==> config.mk <==
export PLATFORM = sky130hd
export DESIGN_NAME = poly1305_mac_top
export DESIGN_NICKNAME = d
export VERILOG_FILES = /design/src/rtl/p1305_pkg.sv /design/src/rtl/p1305_key.sv /design/src/rtl/p1305_mul.sv /design/src/rtl/poly1305_mac_top.sv
export SDC_FILE = /design/constraint.sdc
export NUM_CORES = 2
export LEC_CHECK = 0
export BUFFER_PORTS_ARGS = -buffer_cell sky130_fd_sc_hd__buf_2
export CORE_MARGIN = 2
export CORE_UTILIZATION = 35
export DETAILED_ROUTE_END_ITERATION = 10
export GPL_TIMING_DRIVEN = 0
export PLACE_DENSITY_LB_ADDON = 0.15
export SYNTH_ARGS = -nofsm -noshare
export SYNTH_HDL_FRONTEND = slang
export SYNTH_HIERARCHICAL = 1
export SYNTH_SLANG_ARGS = --single-unit
==> constraint.sdc <==
create_clock -name clk -period 17.5 [get_ports clk]
set_input_delay 3.5 -clock clk [delete_from_list [all_inputs] [get_ports clk]]
set_output_delay 3.5 -clock clk [all_outputs]
set_load 0.05 [all_outputs]
==> src/rtl/p1305_pkg.sv <==
// Shared types and constants for the Poly1305 authenticator.
// Limb widths, key clamp masks, register indexes, sequencer states and
// the control/result bundles of the multiply-accumulate unit. No dependencies.
package p1305_pkg;

    // Radix-2^26 limb arithmetic
    localparam int LIMB_W    = 26;
    localparam int NUM_LIMBS = 5;
    localparam int CNT_W     = 3;
    localparam int BLK_W     = NUM_LIMBS * LIMB_W;

    // Operand widths: h limb is acc + message, r digit is up to 5 * r limb
    localparam int HLIMB_W  = LIMB_W + 1;
    localparam int RDIG_W   = LIMB_W + 3;
    localparam int PROD_W   = HLIMB_W + RDIG_W;
    localparam int MACC_W   = PROD_W + 4;
    localparam int MCARRY_W = MACC_W - LIMB_W;

    // Carry register of the serial carry pass; holds 5 * MAC carry at most
    localparam int CIN_W = MCARRY_W + 3;

    // 2^130 is congruent to 5 mod p
    localparam int FOLD = 5;

    // Word fields
    localparam int KEY_W      = 64;
    localparam int MSG_BYTES  = 16;
    localparam int BYTE_CNT_W = 5;
    localparam int CFG_IDX_W  = 2;

    // r clamp masks
    localparam logic [KEY_W-1:0] R_CLAMP_LOW  = 64'h0ffffffc0fffffff;
    localparam logic [KEY_W-1:0] R_CLAMP_HIGH = 64'h0ffffffc0ffffffc;

    typedef enum logic [CFG_IDX_W-1:0] {
        CFG_R_LOW,
        CFG_R_HIGH,
        CFG_S_LOW,
        CFG_S_HIGH
    } p1305_cfg_idx_t;

    typedef enum logic [2:0] {
        ST_IDLE,
        ST_LOAD,
        ST_MAC,
        ST_DRAIN,
        ST_CARRY,
        ST_FING,
        ST_FINS,
        ST_PUSH
    } p1305_state_t;

    // Control travelling alongside one limb product
    typedef struct packed {
        logic issue;
        logic first;
        logic limb_end;
    } p1305_mac_ctl_t;

    // Finished limb out of the accumulator
    typedef struct packed {
        logic                valid;
        logic [LIMB_W-1:0]   limb;
        logic [MCARRY_W-1:0] carry;
    } p1305_mac_res_t;

endpackage

==> src/rtl/p1305_key.sv <==
// Key register file: r and s halves, r clamp, limb-digit selection.
// Depends on p1305_pkg.
module p1305_key
    import p1305_pkg::*;
(
    input  logic                  clk,
    input  logic                  rst_n,
    input  logic                  wr_en,
    input  p1305_cfg_idx_t        wr_index,
    input  logic [KEY_W-1:0]      wr_data,
    input  logic [CNT_W-1:0]      r_idx,
    input  logic                  r_scale,
    input  logic [CNT_W-1:0]      s_idx,
    output logic [RDIG_W-1:0]     r_digit,
    output logic [LIMB_W-1:0]     s_digit
);

    logic [KEY_W-1:0]    r_low_reg;
    logic [KEY_W-1:0]    r_high_reg;
    logic [KEY_W-1:0]    s_low_reg;
    logic [KEY_W-1:0]    s_high_reg;
    logic [BLK_W-1:0]    r_ext;
    logic [BLK_W-1:0]    s_ext;
    logic [LIMB_W-1:0]   r_limb;
    logic [RDIG_W-1:0]   r_wide;

    // Key registers
    always_ff @(posedge clk or negedge rst_n)
    begin
        if (!rst_n)
        begin
            r_low_reg  <= '0;
            r_high_reg <= '0;
            s_low_reg  <= '0;
            s_high_reg <= '0;
        end
        else if (wr_en)
        begin
            case (wr_index)
                CFG_R_LOW:  r_low_reg  <= wr_data;
                CFG_R_HIGH: r_high_reg <= wr_data;
                CFG_S_LOW:  s_low_reg  <= wr_data;
                CFG_S_HIGH: s_high_reg <= wr_data;
                default:    ;
            endcase
        end
    end

    // Clamped r and zero-extended s as 130-bit limb vectors
    assign r_ext = BLK_W'({r_high_reg & R_CLAMP_HIGH, r_low_reg & R_CLAMP_LOW});
    assign s_ext = BLK_W'({s_high_reg, s_low_reg});

    // Digit select; wrapped r limbs are scaled by 5
    always_comb
    begin
        r_limb  = '0;
        s_digit = '0;
        for (int q = 0; q < NUM_LIMBS; q++)
        begin
            if (r_idx == CNT_W'(q))
                r_limb = r_ext[q*LIMB_W +: LIMB_W];
            if (s_idx == CNT_W'(q))
                s_digit = s_ext[q*LIMB_W +: LIMB_W];
        end
        r_wide  = RDIG_W'(r_limb);
        r_digit = r_scale ? (r_wide << 2) + r_wide : r_wide;
    end

endmodule

==> src/rtl/p1305_mul.sv <==
// Limb multiply-accumulate: one 27x29 product per cycle, registered,
// then summed into a running column total that emits one limb per column.
// Depends on p1305_pkg.
module p1305_mul
    import p1305_pkg::*;
(
    input  logic                  clk,
    input  logic                  rst_n,
    input  p1305_mac_ctl_t        ctl,
    input  logic [HLIMB_W-1:0]    a,
    input  logic [RDIG_W-1:0]     b,
    output p1305_mac_res_t        res
);

    p1305_mac_ctl_t      ctl_reg;
    logic [PROD_W-1:0]   prod_reg;
    logic [MACC_W-1:0]   acc_reg;
    logic [MACC_W-1:0]   acc_next;
    logic [MACC_W-1:0]   sum;

    // Product stage
    always_ff @(posedge clk or negedge rst_n)
    begin
        if (!rst_n)
            ctl_reg <= '0;
        else
            ctl_reg <= ctl;
    end

    always_ff @(posedge clk)
    begin
        prod_reg <= PROD_W'(a) * PROD_W'(b);
        acc_reg  <= acc_next;
    end

    // Accumulate stage; a column end hands out the low limb and keeps the carry
    always_comb
    begin
        sum      = (ctl_reg.first ? '0 : acc_reg) + MACC_W'(prod_reg);
        acc_next = acc_reg;
        if (ctl_reg.issue)
            acc_next = ctl_reg.limb_end ? (sum >> LIMB_W) : sum;
        res.valid = ctl_reg.issue && ctl_reg.limb_end;
        res.limb  = sum[LIMB_W-1:0];
        res.carry = sum[MACC_W-1:LIMB_W];
    end

endmodule

==> src/rtl/poly1305_mac_top.sv <==
// Poly1305 authenticator top level: sequencer, limb shift registers,
// serial carry/final-reduction adders and output register.
// Depends on p1305_pkg, p1305_key and p1305_mul.

// Each input word carries one 16-byte block and is worked limb-serially on
// 26-bit digits. A block with a nonzero byte count is accepted, loaded into h,
// multiplied (25 limb products through the one 27x29 multiplier, then a drain
// step) and carried in repeated carry passes until no carry leaves the top limb.
// A last block then adds final reduction and pad addition and moves the tag into
// the output register; a last word with zero count goes straight to final
// reduction. The next word is taken once the block is idle, while a tag may
// still wait in the output register. Keys are to be written through the config
// port only while idle; the block itself does not enforce it. cfg_ready is
// always high. No clearing pass.
module poly1305_mac_top
    import p1305_pkg::*;
(
    input  logic                   clk,
    input  logic                   rst_n,
    input  logic                   cfg_valid,
    output logic                   cfg_ready,
    input  logic [CFG_IDX_W-1:0]   cfg_index,
    input  logic [KEY_W-1:0]       cfg_data,
    input  logic                   in_valid,
    output logic                   in_stall,
    input  logic [KEY_W-1:0]       message_low,
    input  logic [KEY_W-1:0]       message_high,
    input  logic [BYTE_CNT_W-1:0]  byte_count,
    input  logic                   last_block,
    output logic                   out_valid,
    input  logic                   out_stall,
    output logic [KEY_W-1:0]       tag_low,
    output logic [KEY_W-1:0]       tag_high
);

    localparam logic [CNT_W-1:0] LAST_LIMB = CNT_W'(NUM_LIMBS - 1);

    p1305_state_t          state_reg;
    p1305_state_t          state_next;
    logic [CNT_W-1:0]      cnt_i_reg;
    logic [CNT_W-1:0]      cnt_i_next;
    logic [CNT_W-1:0]      cnt_k_reg;
    logic [CNT_W-1:0]      cnt_k_next;
    logic                  last_reg;
    logic                  last_next;
    logic                  out_valid_reg;
    logic                  out_valid_next;

    logic [LIMB_W-1:0]     acc_sr_reg  [NUM_LIMBS];
    logic [LIMB_W-1:0]     acc_sr_next [NUM_LIMBS];
    logic [HLIMB_W-1:0]    h_sr_reg    [NUM_LIMBS];
    logic [HLIMB_W-1:0]    h_sr_next   [NUM_LIMBS];
    logic [BLK_W-1:0]      m_sr_reg;
    logic [BLK_W-1:0]      m_sr_next;
    logic [CIN_W-1:0]      cin_reg;
    logic [CIN_W-1:0]      cin_next;
    logic                  sel_g_reg;
    logic                  sel_g_next;
    logic                  sc_reg;
    logic                  sc_next;
    logic [BLK_W-1:0]      tag_sr_reg;
    logic [BLK_W-1:0]      tag_sr_next;
    logic [2*KEY_W-1:0]    tag_out_reg;
    logic [2*KEY_W-1:0]    tag_out_next;

    logic                  in_fire;
    logic                  push_fire;
    logic                  full_blk;
    logic [2*KEY_W-1:0]    msg;
    logic [BLK_W-1:0]      blk;
    logic [CIN_W:0]        t_pass;
    logic [CIN_W-LIMB_W:0] pass_cout;
    logic [CIN_W-1:0]      cout_ext;
    logic [CIN_W-1:0]      mcarry_ext;
    logic [LIMB_W-1:0]     fin_sel;
    logic [LIMB_W:0]       t_s;

    p1305_mac_ctl_t        mac_ctl;
    p1305_mac_res_t        mac_res;
    logic [CNT_W-1:0]      r_idx;
    logic                  r_scale;
    logic [RDIG_W-1:0]     r_digit;
    logic [LIMB_W-1:0]     s_digit;

    // Handshakes
    assign cfg_ready = 1'b1;
    assign in_stall  = (state_reg != ST_IDLE);
    assign in_fire   = in_valid && !in_stall;
    assign push_fire = (state_reg == ST_PUSH) && (!out_valid_reg || !out_stall);
    assign out_valid = out_valid_reg;
    assign tag_low   = tag_out_reg[KEY_W-1:0];
    assign tag_high  = tag_out_reg[2*KEY_W-1:KEY_W];

    // Key storage
    p1305_key u_key (
        .clk      (clk),
        .rst_n    (rst_n),
        .wr_en    (cfg_valid && cfg_ready),
        .wr_index (p1305_cfg_idx_t'(cfg_index)),
        .wr_data  (cfg_data),
        .r_idx    (r_idx),
        .r_scale  (r_scale),
        .s_idx    (cnt_i_reg),
        .r_digit  (r_digit),
        .s_digit  (s_digit)
    );

    // Limb multiply-accumulate
    p1305_mul u_mul (
        .clk   (clk),
        .rst_n (rst_n),
        .ctl   (mac_ctl),
        .a     (h_sr_reg[0]),
        .b     (r_digit),
        .res   (mac_res)
    );

    // Block padding: short block gets 0x01 after its bytes, full block the 2^128 bit
    always_comb
    begin
        msg      = {message_high, message_low};
        full_blk = (byte_count >= BYTE_CNT_W'(MSG_BYTES));
        blk      = '0;
        for (int b = 0; b < MSG_BYTES; b++)
        begin
            if (full_blk || (BYTE_CNT_W'(b) < byte_count))
                blk[b*8 +: 8] = msg[b*8 +: 8];
            else if (BYTE_CNT_W'(b) == byte_count)
                blk[b*8 +: 8] = 8'h01;
        end
        blk[MSG_BYTES*8] = full_blk;
    end

    // Serial adders: carry pass / +5 compare, and pad addition
    assign t_pass     = (CIN_W+1)'(acc_sr_reg[0]) + (CIN_W+1)'(cin_reg);
    assign pass_cout  = t_pass[CIN_W:LIMB_W];
    assign cout_ext   = CIN_W'(pass_cout);
    assign mcarry_ext = CIN_W'(mac_res.carry);
    assign fin_sel    = sel_g_reg ? h_sr_reg[0][LIMB_W-1:0] : acc_sr_reg[0];
    assign t_s        = (LIMB_W+1)'(fin_sel) + (LIMB_W+1)'(s_digit) + (LIMB_W+1)'(sc_reg);

    // Column k, row i: r digit k-i mod 5, scaled when it wraps
    always_comb
    begin
        r_scale = (cnt_i_reg > cnt_k_reg);
        r_idx   = r_scale ? cnt_k_reg + CNT_W'(NUM_LIMBS) - cnt_i_reg : cnt_k_reg - cnt_i_reg;
    end

    // Sequencer
    always_comb
    begin
        state_next     = state_reg;
        cnt_i_next     = cnt_i_reg;
        cnt_k_next     = cnt_k_reg;
        last_next      = last_reg;
        out_valid_next = push_fire || (out_valid_reg && out_stall);
        mac_ctl        = '0;
        case (state_reg)
            ST_IDLE:
            begin
                if (in_fire)
                begin
                    cnt_i_next = '0;
                    cnt_k_next = '0;
                    last_next  = last_block;
                    if (byte_count != '0)
                        state_next = ST_LOAD;
                    else if (last_block)
                        state_next = ST_FING;
                end
            end
            ST_LOAD:
            begin
                cnt_i_next = cnt_i_reg + 1'b1;
                if (cnt_i_reg == LAST_LIMB)
                begin
                    cnt_i_next = '0;
                    state_next = ST_MAC;
                end
            end
            ST_MAC:
            begin
                mac_ctl.issue    = 1'b1;
                mac_ctl.first    = (cnt_i_reg == '0) && (cnt_k_reg == '0);
                mac_ctl.limb_end = (cnt_i_reg == LAST_LIMB);
                cnt_i_next       = cnt_i_reg + 1'b1;
                if (cnt_i_reg == LAST_LIMB)
                begin
                    cnt_i_next = '0;
                    cnt_k_next = cnt_k_reg + 1'b1;
                    if (cnt_k_reg == LAST_LIMB)
                    begin
                        cnt_k_next = '0;
                        state_next = ST_DRAIN;
                    end
                end
            end
            ST_DRAIN:
            begin
                cnt_i_next = '0;
                state_next = ST_CARRY;
            end
            ST_CARRY:
            begin
                cnt_i_next = cnt_i_reg + 1'b1;
                if (cnt_i_reg == LAST_LIMB)
                begin
                    cnt_i_next = '0;
                    if (pass_cout == '0)
                        state_next = last_reg ? ST_FING : ST_IDLE;
                end
            end
            ST_FING:
            begin
                cnt_i_next = cnt_i_reg + 1'b1;
                if (cnt_i_reg == LAST_LIMB)
                begin
                    cnt_i_next = '0;
                    state_next = ST_FINS;
                end
            end
            ST_FINS:
            begin
                cnt_i_next = cnt_i_reg + 1'b1;
                if (cnt_i_reg == LAST_LIMB)
                begin
                    cnt_i_next = '0;
                    state_next = ST_PUSH;
                end
            end
            ST_PUSH:
            begin
                if (push_fire)
                    state_next = ST_IDLE;
            end
            default:
            begin
                state_next = ST_IDLE;
            end
        endcase
    end

    // Datapath shift registers
    always_comb
    begin
        acc_sr_next  = acc_sr_reg;
        h_sr_next    = h_sr_reg;
        m_sr_next    = m_sr_reg;
        cin_next     = cin_reg;
        sel_g_next   = sel_g_reg;
        sc_next      = sc_reg;
        tag_sr_next  = tag_sr_reg;
        tag_out_next = tag_out_reg;
        case (state_reg)
            ST_IDLE:
            begin
                if (in_fire)
                begin
                    m_sr_next = blk;
                    cin_next  = CIN_W'(FOLD);
                end
            end
            ST_LOAD:
            begin
                // h = acc + m, one limb a cycle
                for (int q = 0; q < NUM_LIMBS - 1; q++)
                begin
                    h_sr_next[q]   = h_sr_reg[q+1];
                    acc_sr_next[q] = acc_sr_reg[q+1];
                end
                h_sr_next[NUM_LIMBS-1]   = HLIMB_W'(acc_sr_reg[0])
                                         + HLIMB_W'(m_sr_reg[LIMB_W-1:0]);
                acc_sr_next[NUM_LIMBS-1] = '0;
                m_sr_next                = m_sr_reg >> LIMB_W;
            end
            ST_MAC, ST_DRAIN:
            begin
                // h rotates under the multiplier; finished columns enter acc
                if (state_reg == ST_MAC)
                begin
                    for (int q = 0; q < NUM_LIMBS - 1; q++)
                        h_sr_next[q] = h_sr_reg[q+1];
                    h_sr_next[NUM_LIMBS-1] = h_sr_reg[0];
                end
                if (mac_res.valid)
                begin
                    for (int q = 0; q < NUM_LIMBS - 1; q++)
                        acc_sr_next[q] = acc_sr_reg[q+1];
                    acc_sr_next[NUM_LIMBS-1] = mac_res.limb;
                end
                if (state_reg == ST_DRAIN)
                    cin_next = (mcarry_ext << 2) + mcarry_ext;
            end
            ST_CARRY:
            begin
                // Carry pass; carry out of the top limb folds back times 5
                for (int q = 0; q < NUM_LIMBS - 1; q++)
                    acc_sr_next[q] = acc_sr_reg[q+1];
                acc_sr_next[NUM_LIMBS-1] = t_pass[LIMB_W-1:0];
                cin_next                 = cout_ext;
                if (cnt_i_reg == LAST_LIMB)
                    cin_next = (pass_cout == '0) ? CIN_W'(FOLD) : (cout_ext << 2) + cout_ext;
            end
            ST_FING:
            begin
                // g = h + 5; a carry out of the top limb means h >= p
                for (int q = 0; q < NUM_LIMBS - 1; q++)
                begin
                    acc_sr_next[q] = acc_sr_reg[q+1];
                    h_sr_next[q]   = h_sr_reg[q+1];
                end
                acc_sr_next[NUM_LIMBS-1] = acc_sr_reg[0];
                h_sr_next[NUM_LIMBS-1]   = HLIMB_W'(t_pass[LIMB_W-1:0]);
                cin_next                 = cout_ext;
                sc_next                  = 1'b0;
                if (cnt_i_reg == LAST_LIMB)
                    sel_g_next = (pass_cout != '0);
            end
            ST_FINS:
            begin
                // tag = reduced h + s; accumulator clears as it shifts out
                for (int q = 0; q < NUM_LIMBS - 1; q++)
                begin
                    acc_sr_next[q] = acc_sr_reg[q+1];
                    h_sr_next[q]   = h_sr_reg[q+1];
                end
                acc_sr_next[NUM_LIMBS-1] = '0;
                h_sr_next[NUM_LIMBS-1]   = '0;
                tag_sr_next = {t_s[LIMB_W-1:0], tag_sr_reg[BLK_W-1:LIMB_W]};
                sc_next     = t_s[LIMB_W];
            end
            ST_PUSH:
            begin
                if (push_fire)
                    tag_out_next = tag_sr_reg[2*KEY_W-1:0];
            end
            default:
            begin
            end
        endcase
    end

    // Control registers and accumulator
    always_ff @(posedge clk or negedge rst_n)
    begin
        if (!rst_n)
        begin
            state_reg     <= ST_IDLE;
            cnt_i_reg     <= '0;
            cnt_k_reg     <= '0;
            last_reg      <= 1'b0;
            out_valid_reg <= 1'b0;
            for (int q = 0; q < NUM_LIMBS; q++)
                acc_sr_reg[q] <= '0;
        end
        else
        begin
            state_reg     <= state_next;
            cnt_i_reg     <= cnt_i_next;
            cnt_k_reg     <= cnt_k_next;
            last_reg      <= last_next;
            out_valid_reg <= out_valid_next;
            acc_sr_reg    <= acc_sr_next;
        end
    end

    // Payload registers
    always_ff @(posedge clk)
    begin
        h_sr_reg    <= h_sr_next;
        m_sr_reg    <= m_sr_next;
        cin_reg     <= cin_next;
        sel_g_reg   <= sel_g_next;
        sc_reg      <= sc_next;
        tag_sr_reg  <= tag_sr_next;
        tag_out_reg <= tag_out_next;
    end

    // Finished limbs only come out during the multiply phase
    a_mac_limb_phase: assert property (@(posedge clk) disable iff (!rst_n)
        mac_res.valid |-> (state_reg == ST_MAC || state_reg == ST_DRAIN))
        else $error("limb left the multiplier outside the multiply phase");

    // A tag appears only after the hand-off state
    a_tag_from_push: assert property (@(posedge clk) disable iff (!rst_n)
        $rose(out_valid_reg) |-> $past(state_reg == ST_PUSH))
        else $error("tag word raised without hand-off");

    // A tag belongs to a last block
    a_tag_needs_last: assert property (@(posedge clk) disable iff (!rst_n)
        $rose(out_valid_reg) |-> $past(last_reg))
        else $error("tag word raised for a block that was not last");

endmodule

==> summary.md <==
| Metric | Value |
|---|---|
| Clk sinks | `1055` |
| Drt pass-1 iters | `6` |
| Setup crit start | `cnt_i_reg[1]$_DFFE_PN0P_` |
| Tmin final | `14650 ps` |
| Clock Skew | `106 ps` |
| Max FFs per register | `135` |
| Worst-case reg-to-reg path depth | `49` |
| Hold WS | `348 ps` |
| Final Routed Wirelength | `273000 um` |
| Total die area | `223000 um^2` |
| Die Span X | `472 um` |
| Worst rel slew slack | `0.0522` |
| Largest family of logic cells by synthesized area | `adder cells` |
| Commonest non-fill, non-tap cell in the layout | `inv_1` |
| HP Class | `flop to flop` |
| Layout cells sized above 1 | `0.145` |
| Commonest non-fill, non-tap cells in the layout | `inv_1, nand2_1, fa_1` |
| Hold buffers post-CTS | `0` |
| Synthesized area per cell | `10.9 um^2` |
| Yosys cell types | `128` |
| CTS tree | `yes` |
| Seq cells post-synth | `1055` |
| Post-CTS Resized | `0` |
| Register area share after synthesis | `0.381` |
| TritonCTS buffer count | `118` |
| Area post-placement | `82700 um^2` |
| Register-to-register setup slack | `2850 ps` |
| Global placement routability congestion | `0.987` |
| Final Hold Vio Count | `0` |
| First-pass GRT wire length | `400000 um` |
| Initial Utilization | `0.353` |
| Postcts setup bufs | `0` |
| I/O Buffers | `331` |
| Htree depth | `3` |
| Max Clk Rate | `68.3 MHz` |
| Worst-path clk slew | `60 ps` |
| Setup violators final | `0` |
| Initial antenna violation count | `71` |
| Vias | `55.6k` |
| Slew Viols, Final | `0` |
| Core footprint | `218000 um^2` |
| Max Cap Viol | `0` |
| Startpoint Class | `flop` |
| Largest net degree at the start of global routing | `98` |
| Final instance area | `86700 um^2` |
| Root buf cell | `clkbuf_16` |
| XOR/XNOR Fraction of Synth Area | `0.0267` |
| Total Routing Usage GR | `0.245` |
| Async SR Flop Fraction | `0.358` |
| Worst R2R Start | `cnt_i_reg[1]$_DFFE_PN0P_` |
| CP Capture Point | `u_mul/prod_reg[54]$_DFF_P_` |
| R2r endpoint | `u_mul/prod_reg[54]$_DFF_P_` |
| Post-DP HPWL | `220000 um` |
| Synth area leaders | `edfxtp_1, fa_1, dfrtp_1, ha_1, mux2_2` |
| GR Overflow Total | `0` |
| Initial DRC count | `4704` |
| Clk buf depth | `3` |
| Die height | `472 um` |
| Antenna viol nets, final | `0` |
| Worst Path Max Fanout | `10` |
| Post-Synth Simple-Gate Area | `0.115` |
| Crit-path slowest cell | `clkbuf_1` |
| P&R area growth vs syn | `12.9%` |
| DRC violations left | `0` |
| Synthesized Nets | `8355` |
| Syn Inst Count | `7060` |
| Syn. warnings | `6` |
| Clk_lat worst skew | `800 ps` |
| Row count | `171` |
| Critical path class | `flop to flop` |
| Final net count | `8842` |
| Post-synth EDFFs | `621` |
| Leading area contributor after synthesis | `edfxtp_1` |
| Compound-Gate Fraction of Synth Area | `0.0999` |
| Final critical-path share of the clock period | `0.837` |
| Outcome | `completed` |
| Non-Filler Instances | `10.5k` |
| Boundary Pins | `336` |
| RSZ-0062 raised after global routing | `no` |
| Worst Tran Pin Value | `1420 ps` |
| Max stage delay on crit path | `810 ps` |
| Crit end category | `flop` |
| WL per Instance | `25.9 um` |
| Fraction of the mapped netlist area in adder cells | `0.245` |
| Cell Area, Synth | `76700 um^2` |
| Most frequently used flop master after synthesis | `edfxtp_1` |
| Placed instance count | `10.3k` |
| Mux cell area share after synthesis | `0.0711` |
| Critical Path RT | `18200 ps` |
| Arrival @ worst endpoint | `15350 ps` |
| DR vias/cell | `5.28` |
| Number of global-route vias before repair | `57.5k` |
| Area share of the largest cell type after synthesis | `0.243` |
## cells in the mapped netlist (98+ instances only)
| cell type | n |
|---|---|
| fa_1 | 683 |
| dfrtp_1 | 378 |
| o21ai_0 | 243 |
| nor2_1 | 250 |
| nand2_1 | 807 |
| a21o_1 | 98 |
| mux2_2 | 399 |
| ha_1 | 407 |
| xnor2_1 | 151 |
| inv_1 | 916 |
| edfxtp_1 | 621 |
| and2_1 | 333 |
| clkbuf_1 | 291 |
| a21oi_1 | 331 |
## per-stage QoR
step                 TNS, ps   util  worst slack [ps]
floorplan                  0      -               134
global placement    -1180180  0.377             -8740
detailed placement         0  0.380              2910
CTS                        0  0.398              2850
global route               0  0.398              2050
finish                     0  0.398              2850
## worst max-delay path, delay by kind of cell, from the launching register on
kind	cells	cell delay [ps]
adder cells (fa/ha/maj)	11	4820
buffers and inverters	15	3880
AO/OA/AOI/OAI	14	3290
AND/OR/NAND/NOR	7	1410
flip-flops	1	490
multiplexers	1	410
XOR/XNOR	1	220
## worst min-delay path by stage
| stage | from | to | cells after the start |
|---|---|---|---|
| floorplan | h_sr_reg[73]$_DFFE_PP_ | h_sr_reg[100]$_DFFE_PP_ | 0 |
| global placement | h_sr_reg[56]$_DFFE_PP_ | h_sr_reg[83]$_DFFE_PP_ | 0 |
| detailed placement | h_sr_reg[89]$_DFFE_PP_ | h_sr_reg[116]$_DFFE_PP_ | 0 |
| CTS | h_sr_reg[78]$_DFFE_PP_ | h_sr_reg[105]$_DFFE_PP_ | 0 |
| global route | h_sr_reg[78]$_DFFE_PP_ | h_sr_reg[105]$_DFFE_PP_ | 0 |
| finish | h_sr_reg[78]$_DFFE_PP_ | h_sr_reg[105]$_DFFE_PP_ | 0 |
## metal layers
metal | GRT usage | vias to the layer above | part of all wire | routed length [um]
met5 | 0 | - | 0.00095 | 259
li1 | - | 24771 | - | -
met2 | 0.390 | 1979 | 0.46 | 125000
met3 | 0.0503 | 477 | 0.069 | 19000
met4 | 0.0945 | 42 | 0.043 | 11900
met1 | 0.328 | 28312 | 0.43 | 117000
## cell type report
cell class	instances	area, um^2
Fill cell	21230	131000
Multi-Input combinational cell	4752	42800
Sequential cell	1055	29200
Tap cell	2854	3570
Inverter	919	3450
Clock buffer	163	3320
Timing Repair Buffer	367	2310
Buffer	334	1300
Clock inverter	58	582
Antenna cell	24	60.1
## kinds of logic (layout without fill, tap and decap cells)
family | Yosys count | count (layout)
other | 1 | 25
AOI/OAI and AO/OA | 1149 | 1149
and+or+nand+nor | 1826 | 1826
muxes | 452 | 452
xor gates and xnor gates | 233 | 233
adders and majority gates | 1091 | 1091
DFF | 1055 | 1055
buffers and inverters | 1253 | 1841
Power is left out: the tool's default activity adds up to more than one toggle a clock period on the data nets, which glitch-free logic cannot reach.
